===== src/hdl/tls_pkg.sv =====
// Shared types, codes and character helpers for the token lexer stream.
package tls_pkg;

    localparam int MAX_LEXEME_DEF = 255;
    localparam int POS_BITS_DEF   = 16;
    localparam int RQ_DEPTH       = 4;
    localparam int RQ_PTR_BITS    = $clog2(RQ_DEPTH);

    localparam logic [62:0] VAL_MAX = {63{1'b1}};

    // Token kinds.
    localparam logic [3:0] K_INT     = 4'd0;
    localparam logic [3:0] K_FLOAT   = 4'd1;
    localparam logic [3:0] K_PLUS    = 4'd2;
    localparam logic [3:0] K_MINUS   = 4'd3;
    localparam logic [3:0] K_TIMES   = 4'd4;
    localparam logic [3:0] K_DIVIDE  = 4'd5;
    localparam logic [3:0] K_PRINT   = 4'd6;
    localparam logic [3:0] K_STRING  = 4'd7;
    localparam logic [3:0] K_LPAREN  = 4'd8;
    localparam logic [3:0] K_RPAREN  = 4'd9;
    localparam logic [3:0] K_SEMI    = 4'd10;
    localparam logic [3:0] K_QUOTE   = 4'd11;
    localparam logic [3:0] K_HASH    = 4'd12;
    localparam logic [3:0] K_NEWLINE = 4'd13;
    localparam logic [3:0] K_IDENT   = 4'd15;

    // Fault codes.
    localparam logic [1:0] F_NONE    = 2'd0;
    localparam logic [1:0] F_CHAR    = 2'd1;
    localparam logic [1:0] F_LONG    = 2'd2;
    localparam logic [1:0] F_UNTERM  = 2'd3;

    // Characters of interest.
    localparam logic [7:0] CH_NL     = 8'h0A;
    localparam logic [7:0] CH_TAB    = 8'h09;
    localparam logic [7:0] CH_CR     = 8'h0D;
    localparam logic [7:0] CH_SPACE  = 8'h20;
    localparam logic [7:0] CH_QUOTE  = 8'h22;
    localparam logic [7:0] CH_HASH   = 8'h23;
    localparam logic [7:0] CH_LPAREN = 8'h28;
    localparam logic [7:0] CH_RPAREN = 8'h29;
    localparam logic [7:0] CH_TIMES  = 8'h2A;
    localparam logic [7:0] CH_PLUS   = 8'h2B;
    localparam logic [7:0] CH_MINUS  = 8'h2D;
    localparam logic [7:0] CH_DOT    = 8'h2E;
    localparam logic [7:0] CH_SLASH  = 8'h2F;
    localparam logic [7:0] CH_ZERO   = 8'h30;
    localparam logic [7:0] CH_NINE   = 8'h39;
    localparam logic [7:0] CH_SEMI   = 8'h3B;
    localparam logic [7:0] CH_UPPA   = 8'h41;
    localparam logic [7:0] CH_UPPZ   = 8'h5A;
    localparam logic [7:0] CH_UNDER  = 8'h5F;
    localparam logic [7:0] CH_LOWA   = 8'h61;
    localparam logic [7:0] CH_LOWZ   = 8'h7A;

    localparam logic [2:0] KW_LEN    = 3'd5;

    typedef enum logic [2:0] {
        M_IDLE,
        M_INT,
        M_FRAC,
        M_IDENT,
        M_STRING,
        M_HALTED
    } t_mode;

    typedef struct packed {
        logic [3:0]  kind;
        logic [62:0] value;
        logic [15:0] start;
        logic [7:0]  len;
        logic [1:0]  fault;
        logic        last;
    } t_tok;

    // Up to two tokens produced by one byte.
    typedef struct packed {
        logic [1:0] cnt;
        t_tok       tok1;
        t_tok       tok0;
    } t_step;

    function automatic t_tok mk_tok(logic [3:0] kind, logic [62:0] value,
                                    logic [15:0] start, logic [7:0] len,
                                    logic [1:0] fault);
        t_tok t;
        t.kind  = kind;
        t.value = value;
        t.start = start;
        t.len   = len;
        t.fault = fault;
        t.last  = 1'b0;
        return t;
    endfunction

    function automatic logic is_digit(logic [7:0] c);
        return (c >= CH_ZERO) && (c <= CH_NINE);
    endfunction

    function automatic logic is_alpha(logic [7:0] c);
        return ((c >= CH_LOWA) && (c <= CH_LOWZ)) || ((c >= CH_UPPA) && (c <= CH_UPPZ));
    endfunction

    // Space, tab, newline, vertical tab, form feed and carriage return.
    function automatic logic is_space(logic [7:0] c);
        return (c == CH_SPACE) || ((c >= CH_TAB) && (c <= CH_CR));
    endfunction

    // Letters of the keyword "print"; zero past its end.
    function automatic logic [7:0] kw_char(logic [2:0] idx);
        logic [7:0] r;
        unique case (idx)
            3'd0:    r = 8'h70;
            3'd1:    r = 8'h72;
            3'd2:    r = 8'h69;
            3'd3:    r = 8'h6E;
            3'd4:    r = 8'h74;
            default: r = 8'h00;
        endcase
        return r;
    endfunction

    // Single-character tokens: {hit, kind}.
    function automatic logic [4:0] op_lookup(logic [7:0] c);
        logic [4:0] r;
        unique case (c)
            CH_PLUS:   r = {1'b1, K_PLUS};
            CH_MINUS:  r = {1'b1, K_MINUS};
            CH_TIMES:  r = {1'b1, K_TIMES};
            CH_SLASH:  r = {1'b1, K_DIVIDE};
            CH_LPAREN: r = {1'b1, K_LPAREN};
            CH_RPAREN: r = {1'b1, K_RPAREN};
            CH_SEMI:   r = {1'b1, K_SEMI};
            CH_HASH:   r = {1'b1, K_HASH};
            default:   r = {1'b0, K_INT};
        endcase
        return r;
    endfunction

    // Token for a pending number or identifier when it is closed.
    function automatic t_tok flush_tok(t_mode mode, logic [62:0] accum,
                                       logic [15:0] start, logic [7:0] len,
                                       logic [2:0] kwp, logic kwm);
        logic [3:0] k;
        unique case (mode)
            M_INT:   k = K_INT;
            M_FRAC:  k = K_FLOAT;
            default: k = (!kwm && kwp == KW_LEN) ? K_PRINT : K_IDENT;
        endcase
        return mk_tok(k, (mode == M_IDENT) ? 63'd0 : accum, start, len, F_NONE);
    endfunction

endpackage


===== src/hdl/tls_core.sv =====
// Lexer state registers and the single-pass next-state and token logic.
module tls_core #(
    parameter int MAX_LEXEME = tls_pkg::MAX_LEXEME_DEF,
    parameter int POS_BITS   = tls_pkg::POS_BITS_DEF
) (
    input  logic          i_clk,
    input  logic          i_rst_n,
    input  logic          i_fire,
    input  logic [7:0]    i_ch,
    input  logic          i_eot,
    output tls_pkg::t_step o_step
);
    import tls_pkg::*;

    localparam logic [POS_BITS-1:0] POS_ONE = {{(POS_BITS-1){1'b0}}, 1'b1};
    localparam logic [7:0]          LEN_MAX = 8'(MAX_LEXEME);

    t_mode               r_mode,  n_mode;
    logic [62:0]         r_accum, n_accum;
    logic [POS_BITS-1:0] r_start, n_start;
    logic [7:0]          r_len,   n_len;
    logic [2:0]          r_kwp,   n_kwp;
    logic                r_kwm,   n_kwm;
    logic [POS_BITS-1:0] r_pos,   n_pos;

    t_tok        w_tok [2];
    logic [1:0]  w_cnt;
    logic        w_faulted;
    logic        w_go_idle;
    logic        w_active;
    logic        w_full;
    logic        w_kw_hit;
    logic [3:0]  w_dig;
    logic [66:0] w_acc_ext;
    logic [62:0] w_acc_next;
    logic [15:0] w_p16;
    logic [15:0] w_start16;
    logic [4:0]  w_op;

    assign w_dig      = 4'(i_ch - CH_ZERO);
    // accum * 10 + digit; saturates once it passes the 63-bit maximum.
    assign w_acc_ext  = ({4'd0, r_accum} << 3) + ({4'd0, r_accum} << 1) + 67'(w_dig);
    assign w_acc_next = (w_acc_ext[66:63] != 4'd0) ? VAL_MAX : w_acc_ext[62:0];
    assign w_full     = r_len >= LEN_MAX;
    assign w_kw_hit   = !r_kwm && (r_len < 8'(KW_LEN)) && (i_ch == kw_char(r_len[2:0]));
    assign w_p16      = 16'(r_pos);
    assign w_start16  = 16'(r_start);
    assign w_op       = op_lookup(i_ch);
    assign w_active   = r_mode != M_HALTED;

    always_comb begin
        n_mode    = r_mode;
        n_accum   = r_accum;
        n_start   = r_start;
        n_len     = r_len;
        n_kwp     = r_kwp;
        n_kwm     = r_kwm;
        n_pos     = r_pos + POS_ONE;
        w_tok[0]  = mk_tok(K_INT, 63'd0, 16'd0, 8'd0, F_NONE);
        w_tok[1]  = mk_tok(K_INT, 63'd0, 16'd0, 8'd0, F_NONE);
        w_cnt     = 2'd0;
        w_faulted = 1'b0;
        w_go_idle = 1'b0;

        // Continue or close the lexeme in progress.
        unique case (r_mode)
            M_INT: begin
                if (is_digit(i_ch) || i_ch == CH_DOT) begin
                    if (w_full) begin
                        w_tok[w_cnt[0]] = mk_tok(K_INT, 63'd0, w_start16, r_len, F_LONG);
                        w_cnt = w_cnt + 2'd1;
                        w_faulted = 1'b1;
                    end else begin
                        n_len = r_len + 8'd1;
                        if (is_digit(i_ch)) begin
                            n_accum = w_acc_next;
                        end else begin
                            n_mode = M_FRAC;
                        end
                    end
                end else begin
                    w_tok[w_cnt[0]] = flush_tok(r_mode, r_accum, w_start16, r_len, r_kwp, r_kwm);
                    w_cnt = w_cnt + 2'd1;
                    w_go_idle = 1'b1;
                end
            end
            M_FRAC: begin
                if (is_digit(i_ch)) begin
                    if (w_full) begin
                        w_tok[w_cnt[0]] = mk_tok(K_FLOAT, 63'd0, w_start16, r_len, F_LONG);
                        w_cnt = w_cnt + 2'd1;
                        w_faulted = 1'b1;
                    end else begin
                        n_len = r_len + 8'd1;
                    end
                end else begin
                    w_tok[w_cnt[0]] = flush_tok(r_mode, r_accum, w_start16, r_len, r_kwp, r_kwm);
                    w_cnt = w_cnt + 2'd1;
                    w_go_idle = 1'b1;
                end
            end
            M_IDENT: begin
                if (is_alpha(i_ch) || is_digit(i_ch) || i_ch == CH_UNDER) begin
                    if (w_full) begin
                        w_tok[w_cnt[0]] = mk_tok(K_IDENT, 63'd0, w_start16, r_len, F_LONG);
                        w_cnt = w_cnt + 2'd1;
                        w_faulted = 1'b1;
                    end else begin
                        n_len = r_len + 8'd1;
                        if (w_kw_hit) begin
                            n_kwp = r_kwp + 3'd1;
                        end else begin
                            n_kwm = 1'b1;
                        end
                    end
                end else begin
                    w_tok[w_cnt[0]] = flush_tok(r_mode, r_accum, w_start16, r_len, r_kwp, r_kwm);
                    w_cnt = w_cnt + 2'd1;
                    w_go_idle = 1'b1;
                end
            end
            M_STRING: begin
                if (i_ch == CH_QUOTE) begin
                    w_tok[0] = mk_tok(K_STRING, 63'd0, w_start16, r_len, F_NONE);
                    w_tok[1] = mk_tok(K_QUOTE, 63'd0, w_p16, 8'd1, F_NONE);
                    w_cnt = 2'd2;
                    n_mode = M_IDLE;
                end else if (w_full) begin
                    w_tok[0] = mk_tok(K_STRING, 63'd0, w_start16, r_len, F_LONG);
                    w_cnt = 2'd1;
                    w_faulted = 1'b1;
                end else begin
                    n_len = r_len + 8'd1;
                end
            end
            M_IDLE: begin
                w_go_idle = 1'b1;
            end
            default: begin
            end
        endcase

        // Start a new token with this byte.
        if (w_go_idle) begin
            n_mode = M_IDLE;
            if (is_space(i_ch)) begin
                if (i_ch == CH_NL) begin
                    w_tok[w_cnt[0]] = mk_tok(K_NEWLINE, 63'd0, w_p16, 8'd1, F_NONE);
                    w_cnt = w_cnt + 2'd1;
                end
            end else if (is_digit(i_ch)) begin
                n_mode  = M_INT;
                n_start = r_pos;
                n_len   = 8'd1;
                n_accum = 63'(w_dig);
            end else if (is_alpha(i_ch)) begin
                n_mode  = M_IDENT;
                n_start = r_pos;
                n_len   = 8'd1;
                n_kwp   = (i_ch == kw_char(3'd0)) ? 3'd1 : 3'd0;
                n_kwm   = i_ch != kw_char(3'd0);
            end else if (i_ch == CH_QUOTE) begin
                w_tok[w_cnt[0]] = mk_tok(K_QUOTE, 63'd0, w_p16, 8'd1, F_NONE);
                w_cnt = w_cnt + 2'd1;
                n_mode  = M_STRING;
                n_start = r_pos + POS_ONE;
                n_len   = 8'd0;
            end else if (w_op[4]) begin
                w_tok[w_cnt[0]] = mk_tok(w_op[3:0], 63'd0, w_p16, 8'd1, F_NONE);
                w_cnt = w_cnt + 2'd1;
            end else begin
                w_tok[w_cnt[0]] = mk_tok(K_INT, 63'd0, w_p16, 8'd1, F_CHAR);
                w_cnt = w_cnt + 2'd1;
                w_faulted = 1'b1;
            end
        end

        // Final byte: flush what is pending, then return to the reset state.
        if (i_eot) begin
            if (w_active && !w_faulted) begin
                if (n_mode == M_STRING) begin
                    if (w_cnt == 2'd2) begin
                        w_tok[1].fault = F_UNTERM;
                    end else begin
                        w_tok[w_cnt[0]] = mk_tok(K_STRING, 63'd0, 16'(n_start), n_len,
                                                 F_UNTERM);
                        w_cnt = w_cnt + 2'd1;
                    end
                end else if (n_mode inside {M_INT, M_FRAC, M_IDENT}) begin
                    w_tok[w_cnt[0]] = flush_tok(n_mode, n_accum, 16'(n_start), n_len,
                                                n_kwp, n_kwm);
                    w_cnt = w_cnt + 2'd1;
                end
            end
            n_mode  = M_IDLE;
            n_accum = 63'd0;
            n_start = '0;
            n_len   = 8'd0;
            n_kwp   = 3'd0;
            n_kwm   = 1'b0;
            n_pos   = '0;
        end else if (w_faulted) begin
            n_mode = M_HALTED;
        end

        if (w_cnt != 2'd0) begin
            w_tok[w_cnt[1]].last = 1'b1;
        end
    end

    always_ff @(posedge i_clk) begin
        if (!i_rst_n) begin
            r_mode  <= M_IDLE;
            r_accum <= 63'd0;
            r_start <= '0;
            r_len   <= 8'd0;
            r_kwp   <= 3'd0;
            r_kwm   <= 1'b0;
            r_pos   <= '0;
        end else if (i_fire) begin
            r_mode  <= n_mode;
            r_accum <= n_accum;
            r_start <= n_start;
            r_len   <= n_len;
            r_kwp   <= n_kwp;
            r_kwm   <= n_kwm;
            r_pos   <= n_pos;
        end
    end

    assign o_step.cnt  = i_fire ? w_cnt : 2'd0;
    assign o_step.tok0 = w_tok[0];
    assign o_step.tok1 = w_tok[1];

endmodule


===== src/hdl/tls_rq.sv =====
// Small result queue that takes up to two tokens per cycle and hands out one.
module tls_rq (
    input  logic           i_clk,
    input  logic           i_rst_n,
    input  tls_pkg::t_step i_step,
    input  logic           i_pop,
    output tls_pkg::t_tok  o_tok,
    output logic           o_valid,
    output logic           o_room2
);
    import tls_pkg::*;

    t_tok                   r_mem [RQ_DEPTH];
    logic [RQ_PTR_BITS-1:0] r_wr, n_wr;
    logic [RQ_PTR_BITS-1:0] r_rd, n_rd;
    logic [RQ_PTR_BITS:0]   r_cnt, n_cnt;
    logic                   w_pop;

    assign o_valid = r_cnt != '0;
    assign o_room2 = r_cnt <= (RQ_PTR_BITS+1)'(RQ_DEPTH - 2);
    assign o_tok   = r_mem[r_rd];
    assign w_pop   = i_pop && o_valid;

    always_comb begin
        n_wr  = r_wr + RQ_PTR_BITS'(i_step.cnt);
        n_rd  = r_rd + RQ_PTR_BITS'(w_pop);
        n_cnt = r_cnt + (RQ_PTR_BITS+1)'(i_step.cnt) - (RQ_PTR_BITS+1)'(w_pop);
    end

    always_ff @(posedge i_clk) begin
        if (!i_rst_n) begin
            r_wr  <= '0;
            r_rd  <= '0;
            r_cnt <= '0;
        end else begin
            r_wr  <= n_wr;
            r_rd  <= n_rd;
            r_cnt <= n_cnt;
        end
    end

    always_ff @(posedge i_clk) begin
        if (i_step.cnt != 2'd0) begin
            r_mem[r_wr] <= i_step.tok0;
        end
        if (i_step.cnt == 2'd2) begin
            r_mem[r_wr + RQ_PTR_BITS'(1)] <= i_step.tok1;
        end
    end

endmodule


===== src/hdl/token_lexer_stream.sv =====
// Top level of the streaming lexer: input register, lexer core and result queue.
//
//  Channel  Direction  Handshake                   Beat payload
//  -------  ---------  --------------------------  ----------------------------------------
//  in       sink       i_in_valid / o_in_ready     i_ch, i_end_of_text
//  out      source     o_out_valid / i_out_ready   o_kind, o_value, o_start_res, o_length,
//                                                  o_fault, o_run_end
//
// One byte is taken per cycle while the queue has room for two tokens; only then does the
// input register move on. An accepted beat waits there, and a single combinational pass
// updates the lexer state and writes zero, one or two tokens into the four-entry result
// queue; a token shows on the out channel once it is in the queue and at its head. A stalled
// out channel stalls the in channel once the queue holds more than two tokens.
// Reset is synchronous and active low; it empties the queue and idles the lexer at zero.
module token_lexer_stream #(
    parameter int MAX_LEXEME = tls_pkg::MAX_LEXEME_DEF,
    parameter int POS_BITS   = tls_pkg::POS_BITS_DEF
) (
    input  logic        i_clk,
    input  logic        i_rst_n,
    input  logic        i_in_valid,
    output logic        o_in_ready,
    input  logic [7:0]  i_ch,
    input  logic        i_end_of_text,
    output logic        o_out_valid,
    input  logic        i_out_ready,
    output logic [3:0]  o_kind,
    output logic [62:0] o_value,
    output logic [15:0] o_start_res,
    output logic [7:0]  o_length,
    output logic [1:0]  o_fault,
    output logic        o_run_end
);
    import tls_pkg::*;

    // Input register: one byte waiting to be lexed.
    logic       r_in_vld;
    logic [7:0] r_ch;
    logic       r_eot;

    logic  w_fire;
    logic  w_room2;
    t_step w_step;
    t_tok  w_head;

    // The held byte is lexed when the queue can take both tokens it may produce.
    assign w_fire     = r_in_vld && w_room2;
    assign o_in_ready = !r_in_vld || w_fire;

    always_ff @(posedge i_clk) begin
        if (!i_rst_n) begin
            r_in_vld <= 1'b0;
        end else if (i_in_valid && o_in_ready) begin
            r_in_vld <= 1'b1;
        end else if (w_fire) begin
            r_in_vld <= 1'b0;
        end
    end

    always_ff @(posedge i_clk) begin
        if (i_in_valid && o_in_ready) begin
            r_ch  <= i_ch;
            r_eot <= i_end_of_text;
        end
    end

    tls_core #(
        .MAX_LEXEME(MAX_LEXEME),
        .POS_BITS  (POS_BITS)
    ) u_core (
        .i_clk  (i_clk),
        .i_rst_n(i_rst_n),
        .i_fire (w_fire),
        .i_ch   (r_ch),
        .i_eot  (r_eot),
        .o_step (w_step)
    );

    tls_rq u_rq (
        .i_clk  (i_clk),
        .i_rst_n(i_rst_n),
        .i_step (w_step),
        .i_pop  (i_out_ready),
        .o_tok  (w_head),
        .o_valid(o_out_valid),
        .o_room2(w_room2)
    );

    // Each beat on the out channel is the token at the head of the queue.
    assign o_kind      = w_head.kind;
    assign o_value     = w_head.value;
    assign o_start_res = w_head.start;
    assign o_length    = w_head.len;
    assign o_fault     = w_head.fault;
    assign o_run_end   = w_head.last;

endmodule

===== config.mk =====
export PLATFORM = sky130hd
export DESIGN_NAME = token_lexer_stream
export DESIGN_NICKNAME = d
export VERILOG_FILES = /design/src/hdl/tls_pkg.sv /design/src/hdl/tls_core.sv /design/src/hdl/tls_rq.sv /design/src/hdl/token_lexer_stream.sv
export SDC_FILE = /design/constraint.sdc
export NUM_CORES = 1
export LEC_CHECK = 0
export ABC_AREA = 1
export ABC_CLOCK_PERIOD_IN_PS = 10370
export BUFFER_PORTS_ARGS = -buffer_cell sky130_fd_sc_hd__buf_2
export CAP_MARGIN = 40
export CELL_PAD_IN_SITES_DETAIL_PLACEMENT = 1
export CELL_PAD_IN_SITES_GLOBAL_PLACEMENT = 1
export CORE_ASPECT_RATIO = 0.75
export CORE_MARGIN = 10
export CORE_UTILIZATION = 28
export DETAILED_ROUTE_END_ITERATION = 8
export PLACE_DENSITY = 0.59
export REMOVE_ABC_BUFFERS = 1
export SYNTH_ARGS = -nofsm -noshare
export SYNTH_HDL_FRONTEND = slang
export SYNTH_SLANG_ARGS = --single-unit

===== constraint.sdc =====
create_clock -name i_clk -period 10.37 [get_ports i_clk]
set_clock_uncertainty 0.2 [all_clocks]
set_input_delay 0 -clock i_clk [delete_from_list [all_inputs] [get_ports i_clk]]
set_output_delay 0 -clock i_clk [all_outputs]
set_load 0.005 [all_outputs]

==> results by group <==
GRT
  • Initial antenna violation count: 9
  • Largest net degree at the start of global routing: 101
  • GRT Residual Overflow: 0
  • First-pass GRT wire length: 213400 um
  • Total track usage: 20.18%
  • Vias in the first global route: 32695

Finish
  • Nets: 4926
  • Util after Layout: 31.94%
  • Finished Cell Area: 0.03842 mm^2
  • Area grow syn2layout: 12.99%
  • Commonest non-fill, non-tap cell in the layout: nand2_1
  • Share of cells above drive strength 1: 6.790%
  • Most frequent cells in the layout: nand2_1, nor2_1, inv_1, o21ai_0, edfxtp_1

Yosys
  • Yosys top cell by area: edfxtp_1
  • Post-synthesis sequential area ratio: 40.95%
  • #FFs+latches synth: 503
  • Synth top area share: 34.00%
  • Ys async rst share: 0%
  • Most used DFF post-synth: edfxtp_1
  • Syn Std Cell Area: 0.03400 mm^2
  • Top post-synthesis cells by area: edfxtp_1, nand2_1, nor2_1, dfxtp_1, o21ai_0
  • Syn Area/Cell: 7.127 um^2
  • Number of enable flip-flop cells after synthesis: 385
  • Post-synth cell types: 51
  • Yosys synthesis warning count: 0
  • Syn Inst Count: 4771

Routing
  • Vias: 33079
  • Via-per-instance ratio: 5.136
  • First-pass DRT Iterations: 5
  • Starting DRC count in detailed routing: 2743
  • Drt wl/cell: 22.02 um
  • DRC: 0
  • ANT nets after route: 0
  • WL final: 141800 um

Floorplan
  • Die width: 422.4 um
  • Initial core utilization: 28.27%
  • Die Area: 0.1359 mm^2
  • Chip height: 321.8 um
  • Rows: 110
  • Core area: 0.1203 mm^2
  • IO Pins: 109

Power and ir drop
  • Leak: 17.16 nW
  • Peak VDD IR: 0.1649 mV
  • PwrDens: 161.9 mW/mm^2

Worst setup path
  • Critical Path End Type: flip-flop
  • Crit Path Category: flip-flop to flip-flop
  • Worst r2r path cells: 20
  • Req. time, crit path: 10.42 ns
  • WP data arrival: 7.46 ns
  • Worst-path fanout max: 71
  • CP Launch Type: flip-flop

Clock network
  • Post_cts resized: 0
  • Sinks on Clock Net: 503
  • CTS Buf Count: 60
  • Clock buffer depth: 3
  • Clk_lat worst skew: 0.71 ns
  • Post-CTS Setup Bufs: 0
  • Worst-path clk slew: 0.07 ns
  • Root buffer cell: clkbuf_16
  • CTS Hold Buffers Added: 24
  • CTS tree: yes
  • CTS H-tree depth: 2

Timing
  • Final setup vio count: 0
  • Final Cycle Share: 71.53%
  • Hold Slack: 0.07309 ns
  • Final Worst Setup Slack: 2.953 ns
  • Hold Fails Final Rpt: 0
  • Rel. slew slack: 37.15%
  • Achievable Freq: 134.8 MHz
  • Setup Total Neg Slack: 0 ns
  • Unrepaired setup endpoints after global routing: false
  • Max-slew violations: 0
  • Tightest Pin Transition: 0.9428 ns
  • Final min period: 7.417 ns

Place
  • Port Buf Inserts: 108
  • Placer Congestion: 0.9067
  • Hpwl dp: 102600 um
  • Placed Area: 0.03618 mm^2
  • Post-Place Worst Slack: 3.106 ns

Min path
  • Worst hold path depth: 4
  • Hold Crit Class: primary input to flip-flop

Job
  • # Max-Cap Violations: 0

Status
  • Outcome: complete, no violations
==> layer usage <==
metal,vias up,global-route usage (%),share of wire (%)
met1,16189,31.81,52
met4,8,3.928,1.7
met3,116,3.643,7.0
met5,-,0,0.038
li1,15889,-,-
met2,877,28.00,39
==> path summary, 6_finish.rpt <==
check / end / startpoint / slack, ns
worst min-delay path: u_rq.r_cnt[0]$_SDFF_PN0_ / i_rst_n / 0.07
worst min register to register: u_core.r_kwm$_SDFFE_PN0P_ / u_core.r_kwm$_SDFFE_PN0P_ / 0.26
worst max register to register: u_rq.r_mem[2][19]$_DFFE_PP_ / u_core.r_len[0]$_SDFFE_PN0P_ / 2.95
worst max-delay path: u_rq.r_mem[2][19]$_DFFE_PP_ / u_core.r_len[0]$_SDFFE_PN0P_ / 2.95
==> metrics by stage <==
step                instances  power, mW
floorplan                4520      3.267
global placement         6289      4.060
detailed placement       6304      4.112
CTS                      6439      6.311
global route             6440      6.531
finish                   6441      6.221
==> registers in the layout, indices dropped and copies added (netlist names) <==
signal,flops
r_ch,8
r_eot,1
u_rq.r_cnt,3
u_rq.r_rd,2
u_rq.r_wr,2
u_rq.r_mem,376
u_core.r_pos,16
u_core.r_accum,63
u_core.r_mode,3
u_core.r_len,8
u_core.r_kwp,3
r_in_vld,1
u_core.r_kwm,1
u_core.r_start,16
==> cell families after synthesis <==
family	count (synthesis)	synth area share, %
buf+inv	763	8.817
flops	503	40.95
xor+xnor	35	0.9016
compound gates	820	12.99
simple gates	2504	30.90
fa+ha+maj	146	5.439
==> synthesized netlist by cell type, drive strengths merged (4+ instances only) <==
library cell and n:
a22oi 5, a21oi 236, o21ai 415, nor4 6
dfxtp 118, inv 510, clkbuf 185, nand3b 4
o22ai 100, nand2 1285, or2 13, o211ai 17
and2 4, o21bai 20, ha 143, nand3 325
nor2 669, buf 66, a32oi 6, xor2 33
a31oi 8, edfxtp 385, nand4 167, nor3 26
==> critical path, cell delays in order, from the launching register on <==
cell	delay (ns)
dfxtp_1	0.49
ha_1	0.27
nand3_1	0.14
inv_1	0.11
nand2_1	0.30
nand2_1	0.49
nand2_1	0.19
nand2_1	0.14
nor2_2	0.06
nand2_2	0.17
nand2_1	0.10
nand2_1	0.51
inv_1	0.14
ha_1	0.24
nor3_2	0.33
nor2_1	0.15
nand2_2	0.43
buf_4	0.69
nand3_2	0.22
nand2_4	0.64
buf_4	0.74
==> final cells by class <==
type	count	area (um^2)
sequential	503	13930
clock inverter	39	429.2
tap	1624	2032
inverter	512	1929
multi-input combinational	3505	17190
antenna	1	2.502
timing repair buffer	185	1344
fill	14859	81870
clock buffer	72	1556
==> where the power goes <==
part / internal (mW) / switching (mW) / leakage, nW
sequential: 2.31 / 0.0723 / 4.35
combinational: 0.444 / 1.23 / 11.9
clock: 1.22 / 0.945 / 0.957
total: 3.98 / 2.24 / 17.2
Note: power is estimated with default switching activity, not from simulation.
